===== config.mk =====
export PLATFORM = sky130hd
export DESIGN_NAME = idea_block_cipher
export DESIGN_NICKNAME = d
export VERILOG_FILES = /design/src/hdl/idea_pkg.sv /design/src/hdl/idea_block_cipher.sv /design/src/hdl/idea_mul.sv /design/src/hdl/idea_ksched.sv /design/src/hdl/idea_dpath.sv
export VERILOG_INCLUDE_DIRS = /design/src /design/src/hdl
export SDC_FILE = /design/constraint.sdc
export NUM_CORES = 2
export LEC_CHECK = 0
export BUFFER_PORTS_ARGS = -buffer_cell sky130_fd_sc_hd__buf_2
export CAP_MARGIN = 20
export CORE_MARGIN = 2
export CORE_UTILIZATION = 57
export DETAILED_ROUTE_END_ITERATION = 10
export PLACE_DENSITY_LB_ADDON = 0.12
export SYNTH_ARGS = -nofsm -noshare
export SYNTH_HDL_FRONTEND = slang
export SYNTH_SLANG_ARGS = --single-unit

===== constraint.sdc =====
create_clock -name i_clk -period 13.2 [get_ports i_clk]
set_input_delay 2.64 -clock i_clk [delete_from_list [all_inputs] [get_ports i_clk]]
set_output_delay 2.64 -clock i_clk [all_outputs]
set_load 0.005 [all_outputs]

===== src/hdl/assert_macros.svh =====
// assertion macros used by the cipher top level
`ifndef ASSERT_MACROS_SVH
`define ASSERT_MACROS_SVH
`ifndef ASSERT_OFF
`define ASSERT_CLK(lbl, clk, rstn, prop) \
    lbl: assert property (@(posedge clk) disable iff (!rstn) prop) \
    else $error("assertion failed");
`define ASSERT_ALWAYS(lbl, clk, prop) \
    lbl: assert property (@(posedge clk) prop) else $error("assertion failed");
`else
`define ASSERT_CLK(lbl, clk, rstn, prop)
`define ASSERT_ALWAYS(lbl, clk, prop)
`endif
`endif


===== src/hdl/idea_pkg.sv =====
// shared types and constants for the idea cipher
package idea_pkg;
    localparam int KEY_ROT = 25;
    localparam int KEY_W   = 128;

    typedef struct packed {
        logic [15:0] a;
        logic [15:0] b;
    } t_mulreq;
endpackage


===== src/hdl/idea_block_cipher.sv =====
// idea cipher top level: key registers, subkey memory and shared multiplier
// a new block is accepted only while the datapath is idle; one subkey read from the memory per cycle
// reset and every key write rerun the subkey schedule with input stalled; the key resets to zero
module idea_block_cipher #(
    parameter int ROUNDS = 8
) (
    input  logic        i_clk,
    input  logic        i_rst_n,
    input  logic        i_cfg_we,
    input  logic        i_cfg_addr,
    input  logic [63:0] i_cfg_data,
    input  logic        i_in_valid,
    output logic        o_in_stall,
    input  logic        i_operation,
    input  logic [63:0] i_block_in,
    output logic        o_out_valid,
    input  logic        i_out_stall,
    output logic [63:0] o_block_out
);
    import idea_pkg::*;
    `include "assert_macros.svh"

    localparam int NK    = 6 * ROUNDS + 4;
    localparam int DEPTH = 2 * NK;
    localparam int AW    = $clog2(DEPTH);

    localparam logic CFG_KEY_HIGH = 1'b0;
    localparam logic CFG_KEY_LOW  = 1'b1;

    logic [63:0]   r_key_hi;
    logic [63:0]   r_key_lo;
    logic          r_restart;
    logic [15:0]   mem [DEPTH];
    logic [15:0]   r_kd;
    t_mulreq       ks_mul, dp_mul, mul_req;
    logic [15:0]   mul_res;
    logic [AW-1:0] ks_rd, dp_rd, rd_addr;
    logic          ks_we;
    logic [AW-1:0] ks_wa;
    logic [15:0]   ks_wd;
    logic          ks_busy;
    logic          dp_idle;
    logic          in_acc;

    assign o_in_stall = !dp_idle || ks_busy || r_restart || i_cfg_we;
    assign in_acc     = i_in_valid && !o_in_stall;
    assign mul_req    = ks_busy ? ks_mul : dp_mul;
    assign rd_addr    = ks_busy ? ks_rd : dp_rd;

    always_ff @(posedge i_clk) begin
        if (!i_rst_n) begin
            r_key_hi  <= '0;
            r_key_lo  <= '0;
            r_restart <= 1'b1;
        end else begin
            r_restart <= i_cfg_we;
            if (i_cfg_we && i_cfg_addr == CFG_KEY_HIGH) begin
                r_key_hi <= i_cfg_data;
            end
            if (i_cfg_we && i_cfg_addr == CFG_KEY_LOW) begin
                r_key_lo <= i_cfg_data;
            end
        end
    end

    always_ff @(posedge i_clk) begin
        if (ks_we) begin
            mem[ks_wa] <= ks_wd;
        end
        r_kd <= mem[rd_addr];
    end

    idea_mul u_mul (
        .i_req (mul_req),
        .o_res (mul_res)
    );

    idea_ksched #(.ROUNDS(ROUNDS), .NK(NK), .AW(AW)) u_ksched (
        .i_clk     (i_clk),
        .i_rst_n   (i_rst_n),
        .i_restart (r_restart),
        .i_key     ({r_key_hi, r_key_lo}),
        .i_kd      (r_kd),
        .i_mul_res (mul_res),
        .o_mul     (ks_mul),
        .o_rd_addr (ks_rd),
        .o_we      (ks_we),
        .o_wr_addr (ks_wa),
        .o_wr_data (ks_wd),
        .o_busy    (ks_busy)
    );

    idea_dpath #(.ROUNDS(ROUNDS), .NK(NK), .AW(AW)) u_dpath (
        .i_clk       (i_clk),
        .i_rst_n     (i_rst_n),
        .i_start     (in_acc),
        .i_operation (i_operation),
        .i_block_in  (i_block_in),
        .i_z         (r_kd),
        .i_mul_res   (mul_res),
        .o_mul       (dp_mul),
        .o_rd_addr   (dp_rd),
        .o_idle      (dp_idle),
        .i_out_stall (i_out_stall),
        .o_out_valid (o_out_valid),
        .o_block_out (o_block_out)
    );

    `ASSERT_CLK(a_acc_no_ks, i_clk, i_rst_n, in_acc |-> !ks_busy)
    `ASSERT_CLK(a_cfg_reruns, i_clk, i_rst_n, i_cfg_we |-> ##2 ks_busy)
    `ASSERT_CLK(a_mul_owner, i_clk, i_rst_n, ks_busy |-> dp_idle)
endmodule


===== src/hdl/idea_mul.sv =====
// multiplier modulo 65537 with a zero word standing for 65536
module idea_mul (
    input  idea_pkg::t_mulreq i_req,
    output logic [15:0]       o_res
);
    import idea_pkg::*;

    logic [31:0] prod;
    logic [15:0] lo;
    logic [15:0] hi;

    always_comb begin
        prod = 32'(i_req.a) * 32'(i_req.b);
        lo   = prod[15:0];
        hi   = prod[31:16];
        if (i_req.a == 16'd0) begin
            o_res = 16'd1 - i_req.b;
        end else if (i_req.b == 16'd0) begin
            o_res = 16'd1 - i_req.a;
        end else if (lo < hi) begin
            o_res = lo - hi + 16'd1;
        end else begin
            o_res = lo - hi;
        end
    end
endmodule


===== src/hdl/idea_ksched.sv =====
// subkey generator: encryption sweep then decryption inverses, negations and copies
module idea_ksched #(
    parameter int ROUNDS = 8,
    parameter int NK     = 52,
    parameter int AW     = 7
) (
    input  logic                         i_clk,
    input  logic                         i_rst_n,
    input  logic                         i_restart,
    input  logic [idea_pkg::KEY_W-1:0]   i_key,
    input  logic [15:0]                  i_kd,
    input  logic [15:0]                  i_mul_res,
    output idea_pkg::t_mulreq            o_mul,
    output logic [AW-1:0]                o_rd_addr,
    output logic                         o_we,
    output logic [AW-1:0]                o_wr_addr,
    output logic [15:0]                  o_wr_data,
    output logic                         o_busy
);
    import idea_pkg::*;

    localparam int RW = $clog2(ROUNDS + 1);
    localparam logic [2:0] KS_LOAD = 3'd0;
    localparam logic [2:0] KS_ENC  = 3'd1;
    localparam logic [2:0] KS_RD   = 3'd2;
    localparam logic [2:0] KS_GET  = 3'd3;
    localparam logic [2:0] KS_INV  = 3'd4;
    localparam logic [2:0] KS_WR   = 3'd5;
    localparam logic [2:0] KS_DONE = 3'd6;

    logic [2:0]       r_state;
    logic [KEY_W-1:0] r_key;
    logic [AW-1:0]    r_n;
    logic [2:0]       r_g;
    logic [AW-1:0]    r_d;
    logic [RW-1:0]    r_rnd;
    logic [2:0]       r_p;
    logic [AW-1:0]    r_b0;
    logic [15:0]      r_x;
    logic [15:0]      r_acc;
    logic [4:0]       r_cnt;
    logic             edge_rnd;
    logic             last_d;

    assign edge_rnd = (r_rnd == '0) || (r_rnd == RW'(ROUNDS));
    assign last_d   = (r_d == AW'(NK - 1));
    assign o_busy   = (r_state != KS_DONE);

    always_comb begin
        o_mul.a = r_acc;
        o_mul.b = r_cnt[0] ? r_x : r_acc;
        case (r_p)
            3'd0:    o_rd_addr = r_b0;
            3'd1:    o_rd_addr = r_b0 + (edge_rnd ? AW'(1) : AW'(2));
            3'd2:    o_rd_addr = r_b0 + (edge_rnd ? AW'(2) : AW'(1));
            3'd3:    o_rd_addr = r_b0 + AW'(3);
            3'd4:    o_rd_addr = r_b0 - AW'(2);
            default: o_rd_addr = r_b0 - AW'(1);
        endcase
        o_we      = 1'b0;
        o_wr_addr = AW'(NK) + r_d;
        o_wr_data = r_acc;
        case (r_state)
            KS_ENC: begin
                o_we      = 1'b1;
                o_wr_addr = r_n;
                o_wr_data = r_key[(7 - r_g) * 16 +: 16];
            end
            KS_GET: begin
                o_we      = !(r_p == 3'd0 || r_p == 3'd3);
                o_wr_data = (r_p == 3'd1 || r_p == 3'd2) ? (16'd0 - i_kd) : i_kd;
            end
            KS_WR: begin
                o_we = 1'b1;
            end
            default: begin
                o_we = 1'b0;
            end
        endcase
    end

    always_ff @(posedge i_clk) begin
        if (!i_rst_n) begin
            r_state <= KS_LOAD;
        end else if (i_restart) begin
            r_state <= KS_LOAD;
        end else begin
            case (r_state)
                KS_LOAD: begin
                    r_key   <= i_key;
                    r_n     <= '0;
                    r_g     <= '0;
                    r_state <= KS_ENC;
                end
                KS_ENC: begin
                    r_g <= r_g + 3'd1;
                    r_n <= r_n + AW'(1);
                    if (r_g == 3'd7) begin
                        r_key <= {r_key[KEY_W-1-KEY_ROT:0], r_key[KEY_W-1:KEY_W-KEY_ROT]};
                    end
                    if (r_n == AW'(NK - 1)) begin
                        r_d     <= '0;
                        r_rnd   <= '0;
                        r_p     <= '0;
                        r_b0    <= AW'(6 * ROUNDS);
                        r_state <= KS_RD;
                    end
                end
                KS_RD: begin
                    r_state <= KS_GET;
                end
                KS_GET: begin
                    if (r_p == 3'd0 || r_p == 3'd3) begin
                        r_x     <= i_kd;
                        r_acc   <= i_kd;
                        r_cnt   <= '0;
                        r_state <= KS_INV;
                    end else if (last_d) begin
                        r_state <= KS_DONE;
                    end else begin
                        r_d     <= r_d + AW'(1);
                        r_state <= KS_RD;
                        if (r_p == 3'd5) begin
                            r_p   <= '0;
                            r_rnd <= r_rnd + RW'(1);
                            r_b0  <= r_b0 - AW'(6);
                        end else begin
                            r_p <= r_p + 3'd1;
                        end
                    end
                end
                KS_INV: begin
                    r_acc <= i_mul_res;
                    r_cnt <= r_cnt + 5'd1;
                    if (r_cnt == 5'd29) begin
                        r_state <= KS_WR;
                    end
                end
                KS_WR: begin
                    if (last_d) begin
                        r_state <= KS_DONE;
                    end else begin
                        r_d     <= r_d + AW'(1);
                        r_p     <= r_p + 3'd1;
                        r_state <= KS_RD;
                    end
                end
                KS_DONE: begin
                    r_state <= KS_DONE;
                end
                default: begin
                    r_state <= KS_LOAD;
                end
            endcase
        end
    end
endmodule


===== src/hdl/idea_dpath.sv =====
// round sequencer: one subkey per cycle through the shared multiplier
module idea_dpath #(
    parameter int ROUNDS = 8,
    parameter int NK     = 52,
    parameter int AW     = 7
) (
    input  logic              i_clk,
    input  logic              i_rst_n,
    input  logic              i_start,
    input  logic              i_operation,
    input  logic [63:0]       i_block_in,
    input  logic [15:0]       i_z,
    input  logic [15:0]       i_mul_res,
    output idea_pkg::t_mulreq o_mul,
    output logic [AW-1:0]     o_rd_addr,
    output logic              o_idle,
    input  logic              i_out_stall,
    output logic              o_out_valid,
    output logic [63:0]       o_block_out
);
    import idea_pkg::*;

    localparam int RW = $clog2(ROUNDS + 1);
    localparam logic [1:0] DP_IDLE = 2'd0;
    localparam logic [1:0] DP_RUN  = 2'd1;
    localparam logic [1:0] DP_FIN  = 2'd2;

    logic [1:0]    r_state;
    logic [15:0]   r_x1, r_x2, r_x3, r_x4, r_t1;
    logic [AW-1:0] r_base;
    logic [AW-1:0] r_pos;
    logic          r_iss;
    logic          r_pvld;
    logic [2:0]    r_phase;
    logic [RW-1:0] r_rnd;
    logic          r_ovld;
    logic [63:0]   r_oblk;
    logic [15:0]   t3;
    logic          out_rnd;
    logic          out_free;

    assign o_rd_addr   = r_base + r_pos;
    assign o_idle      = (r_state == DP_IDLE);
    assign o_out_valid = r_ovld;
    assign o_block_out = r_oblk;
    assign out_rnd     = (r_rnd == RW'(ROUNDS));
    assign out_free    = !r_ovld || !i_out_stall;
    assign t3          = r_t1 + i_mul_res;

    always_comb begin
        o_mul.b = i_z;
        case (r_phase)
            3'd0:    o_mul.a = r_x1;
            3'd3:    o_mul.a = r_x4;
            3'd4:    o_mul.a = r_x1 ^ r_x3;
            default: o_mul.a = (r_x2 ^ r_x4) + r_t1;
        endcase
    end

    always_ff @(posedge i_clk) begin
        if (!i_rst_n) begin
            r_state <= DP_IDLE;
            r_ovld  <= 1'b0;
            r_iss   <= 1'b0;
            r_pvld  <= 1'b0;
        end else begin
            if (r_ovld && !i_out_stall && r_state != DP_FIN) begin
                r_ovld <= 1'b0;
            end
            case (r_state)
                DP_IDLE: begin
                    if (i_start) begin
                        r_x1    <= i_block_in[63:48];
                        r_x2    <= i_block_in[47:32];
                        r_x3    <= i_block_in[31:16];
                        r_x4    <= i_block_in[15:0];
                        r_base  <= i_operation ? AW'(NK) : '0;
                        r_pos   <= '0;
                        r_iss   <= 1'b1;
                        r_pvld  <= 1'b0;
                        r_phase <= '0;
                        r_rnd   <= '0;
                        r_state <= DP_RUN;
                    end
                end
                DP_RUN: begin
                    r_pvld <= r_iss;
                    if (r_iss) begin
                        if (r_pos == AW'(NK - 1)) begin
                            r_iss <= 1'b0;
                        end else begin
                            r_pos <= r_pos + AW'(1);
                        end
                    end
                    if (r_pvld) begin
                        case (r_phase)
                            3'd0: r_x1 <= i_mul_res;
                            3'd1: begin
                                if (out_rnd) r_x3 <= r_x3 + i_z;
                                else r_x2 <= r_x2 + i_z;
                            end
                            3'd2: begin
                                if (out_rnd) r_x2 <= r_x2 + i_z;
                                else r_x3 <= r_x3 + i_z;
                            end
                            3'd3: r_x4 <= i_mul_res;
                            3'd4: r_t1 <= i_mul_res;
                            default: begin
                                r_x1 <= r_x1 ^ i_mul_res;
                                r_x2 <= r_x3 ^ i_mul_res;
                                r_x3 <= r_x2 ^ t3;
                                r_x4 <= r_x4 ^ t3;
                            end
                        endcase
                        if (r_phase == 3'd5) begin
                            r_phase <= '0;
                            r_rnd   <= r_rnd + RW'(1);
                        end else begin
                            r_phase <= r_phase + 3'd1;
                        end
                        if (out_rnd && r_phase == 3'd3) begin
                            r_state <= DP_FIN;
                        end
                    end
                end
                DP_FIN: begin
                    if (out_free) begin
                        r_oblk  <= {r_x1, r_x3, r_x2, r_x4};
                        r_ovld  <= 1'b1;
                        r_state <= DP_IDLE;
                    end
                end
                default: begin
                    r_state <= DP_IDLE;
                end
            endcase
        end
    end
endmodule


==> flow_summary.toml <==
[status]
status = "finished, final reports clean"

[synth]
synthArstFlopShare_pct = 0
synth_area_sq_mm = 0.104
synth_edf_count = 2017
ys_ff_latch = 2170
synth_xor_area_share_pct = 2.06
synth-simple-area-share_pct = 16.6
ys_types = 101
syn_inst = 9229
synth_top_family_by_area = "simple AND/OR/NAND/NOR gates"
synth_fp_nets = 9787
synth.area.mux_share_pct = 1.32
syn_avg_cell_area_sq_um = 11.3
yosys_warnings = 0
synth.yosys.seq_area_share_pct = 61.2
synthAdderAreaFrac_pct = 6.54
synth_compound_area_share_pct = 9.04
ys.flop_type = "edfxtp_1"

[worst_setup_path]
crit_top_cell = "fa_1"
ff2ff_setup_slack_ps = 380
required_ps = 13780
max_stage_delay_ps = 590
r2r-start = "u_dpath.r_x2[6]"
cp-end-kind = "register"
r2r-end = "u_dpath.r_x3[15]"
worstSetupPathType = "register to register"
rr_worst_depth = 53
critPathSlowestCell = "fa_1"
path_max_fanout = 7
arrival_ps = 13410
start_kind = "register"

[detailed_routing]
ant_nets = 0
first_iter_violations = 8919
wl_um = 309000
via_count = 74300
dr.pass1.iters = 5
wl_per_cell_um = 25.8
drc = 0
vias_per_cell = 6.20

[global_routing]
antenna_found_initial = 12
grt_pass1_vias = 70600
grt_pass1_wl_um = 459000
globalRouteTotalUtil_pct = 32.9
grt_overflow = 0
grt_start_max_net_pins = 171

[place]
place_congestion = 0.978
io_buffers = 200
dp_cells = 11600
place_hpwl_um = 197000
placed_area_sq_mm = 0.109

[timing]
hold_viol = 0
period_share_pct = 97.1
slew_headroom_pct = 18.3
whs_ps = 464
finalSetupViolCount = 0
fin_tns_setup_ps = 0
fin_skew_ps = 72.5
maxSlewViolCount = 0
fmax_mhz = 78.0
period_minus_slack_ps = 12820
tightest_slew_ps = 1220

[floorplanning]
row_count = 156
io_pins = 201
start_util_pct = 57.4
die_h_um = 431
core_sq_mm = 0.181
die_w_um = 431
die_area_sq_mm = 0.186

[pwr]
powerDensity_mw_per_mm2 = 119
swShare_pct = 21.2
power.share.sequential_pct = 54.5
p_leak_uw = 0.0432
clock_power_share_pct = 42.7
ir_worst_vdd_mv = 0.133
comb_power_share_pct = 2.8
p_sw_uw = 2930
internal-power_uw = 10900

[finish]
nets = 10000
nFillCells = 14000
drive_gt1_share_pct = 11.0
design_area_sq_mm = 0.116
fin_cells = 12000
syn_to_final_growth_pct = 11.6
multi_input_area_sq_mm = 0.0375
seq_area_sq_mm = 0.0636

[worst_hold_path]
min_from = "r_key_lo[23]"
hp-class = "register to register"
min_to = "r_key_lo[23]"
hold_depth = 2

[cts]
cts_tree = "done"
cts_buffers = 211
postCtsHoldBufs = 0
clkTransAtPathRegs_ps = 60
htreeDepth = 4
clkSinkCount = 2170
root_buffer = "clkbuf_16"
clk_latency_ps = 900
clock_path_buffers = 3

[flow_run]
cap_violations = 0
-- timing repair --
item,in CTS,in global routing
buffers inserted,0,13
endpoints found under the setup margin,0,18
gates resized for setup,0,49
-- layer usage --
metal / vias up / GRT usage (%) / wire (um)
li1: 33300 / - / -
met1: 36800 / 48.0 / 127000
met2: 3607 / 51.0 / 143000
met3: 586 / 5.50 / 29100
met4: 14 / 9.91 / 9600
met5: - / 0.338 / 168
-- registers in the layout, summed over array words and instances, names as in the netlist, 16 cells and up --
name and cells:
mem 1664, r_kd 16, r_key_hi 64, r_key_lo 64, u_dpath.o_block_out 64, u_dpath.r_t1 16
u_dpath.r_x1 16, u_dpath.r_x2 16, u_dpath.r_x3 16, u_dpath.r_x4 16, u_ksched.r_acc 16, u_ksched.r_key 128
u_ksched.r_x 16
-- layout make-up --
type | count | area share (%)
clock buffer | 259 | 4.81
inverter | 309 | 1.00
sequential | 2170 | 54.9
clock inverter | 122 | 0.986
tap | 2370 | 2.56
antenna | 8 | 0.0173
multi-input combinational | 6173 | 32.3
timing repair buffer | 578 | 3.46
-- power by group through the flow --
stage / registers, uW / clock network [uW] / logic (uW)
after floorplan: 7690 / 0 / 206
after global placement: 7680 / 0 / 370
after detailed placement: 7680 / 0 / 378
after CTS: 7540 / 5960 / 379
after global routing: 7540 / 6230 / 414
final: 7540 / 5900 / 384
-- worst max-delay path by stage --
stage	end	start	depth (start not counted)
after CTS	u_dpath.r_x3[15]	u_dpath.r_x4[6]	56
after global routing	u_dpath.r_x3[15]	u_dpath.r_x2[6]	53
after detailed placement	u_dpath.r_x3[14]	u_dpath.r_x4[0]	54
final	u_dpath.r_x3[15]	u_dpath.r_x2[6]	53
after floorplan	u_dpath.r_x3[15]	u_dpath.r_phase[2]	60
after global placement	u_dpath.r_x3[15]	u_dpath.r_x4[6]	55
-- critical path: cells and delay by family, from the launching register on --
family                   cells  cell delay (ps)
adder cells (fa/ha/maj)     10             4280
XOR/XNOR                     4             1190
AND/OR/NAND/NOR             13             2460
flip-flops                   1              440
AO/OA/AOI/OAI               19             3510
buffers and inverters        7              630
-- cell usage after synthesis (138+ instances only) --
| master | n | area (sq um) |
|---|---|---|
| a21boi_0 | 138 | 1040 |
| a21oi_1 | 252 | 1260 |
| a311oi_1 | 313 | 2740 |
| and3_1 | 230 | 1440 |
| clkbuf_1 | 487 | 1830 |
| dfxtp_1 | 153 | 3060 |
| edfxtp_1 | 2017 | 60600 |
| fa_1 | 200 | 4000 |
| ha_1 | 223 | 2790 |
| inv_1 | 306 | 1150 |
| nand2_1 | 2706 | 10200 |
| nand3_1 | 478 | 2390 |
| nor2_1 | 402 | 1510 |
-- logic make-up (layout without fill, tap and decap cells) --
group	Yosys count	count (layout)
simple gates	4079	4079
flops	2170	2170
compound gates	1334	1334
buf+inv	886	1268
fa+ha+maj	423	423
xor+xnor	243	243
mux	94	94
other cells	0	8
-- placed cells by master, fill, tap and decap left out, types with 111 or more instances in the layout --
master,netlist,final
a211oi_1,115,111
a21boi_0,138,137
a21oi_1,252,243
a311oi_1,313,312
a31oi_1,132,129
and3_1,230,230
buf_2,19,199
buf_4,3,365
clkbuf_16,0,214
dfxtp_1,153,153
edfxtp_1,2017,2017
fa_1,200,199
ha_1,223,215
inv_1,306,306
nand2_1,2706,2701
nand3_1,478,477
nor2_1,402,391
o21ai_0,136,113
xnor2_1,136,135
-- stage by stage --
stage,total power (uW),util [%],setup WS (ps)
after floorplan,7900,-,724
after global placement,8050,60.2,224
after detailed placement,8060,60.2,263
after CTS,13900,63.9,174
after global routing,14200,64.1,-84.8
final,13800,64.1,376
No activity file was read; power rests on OpenSTA's default activity.
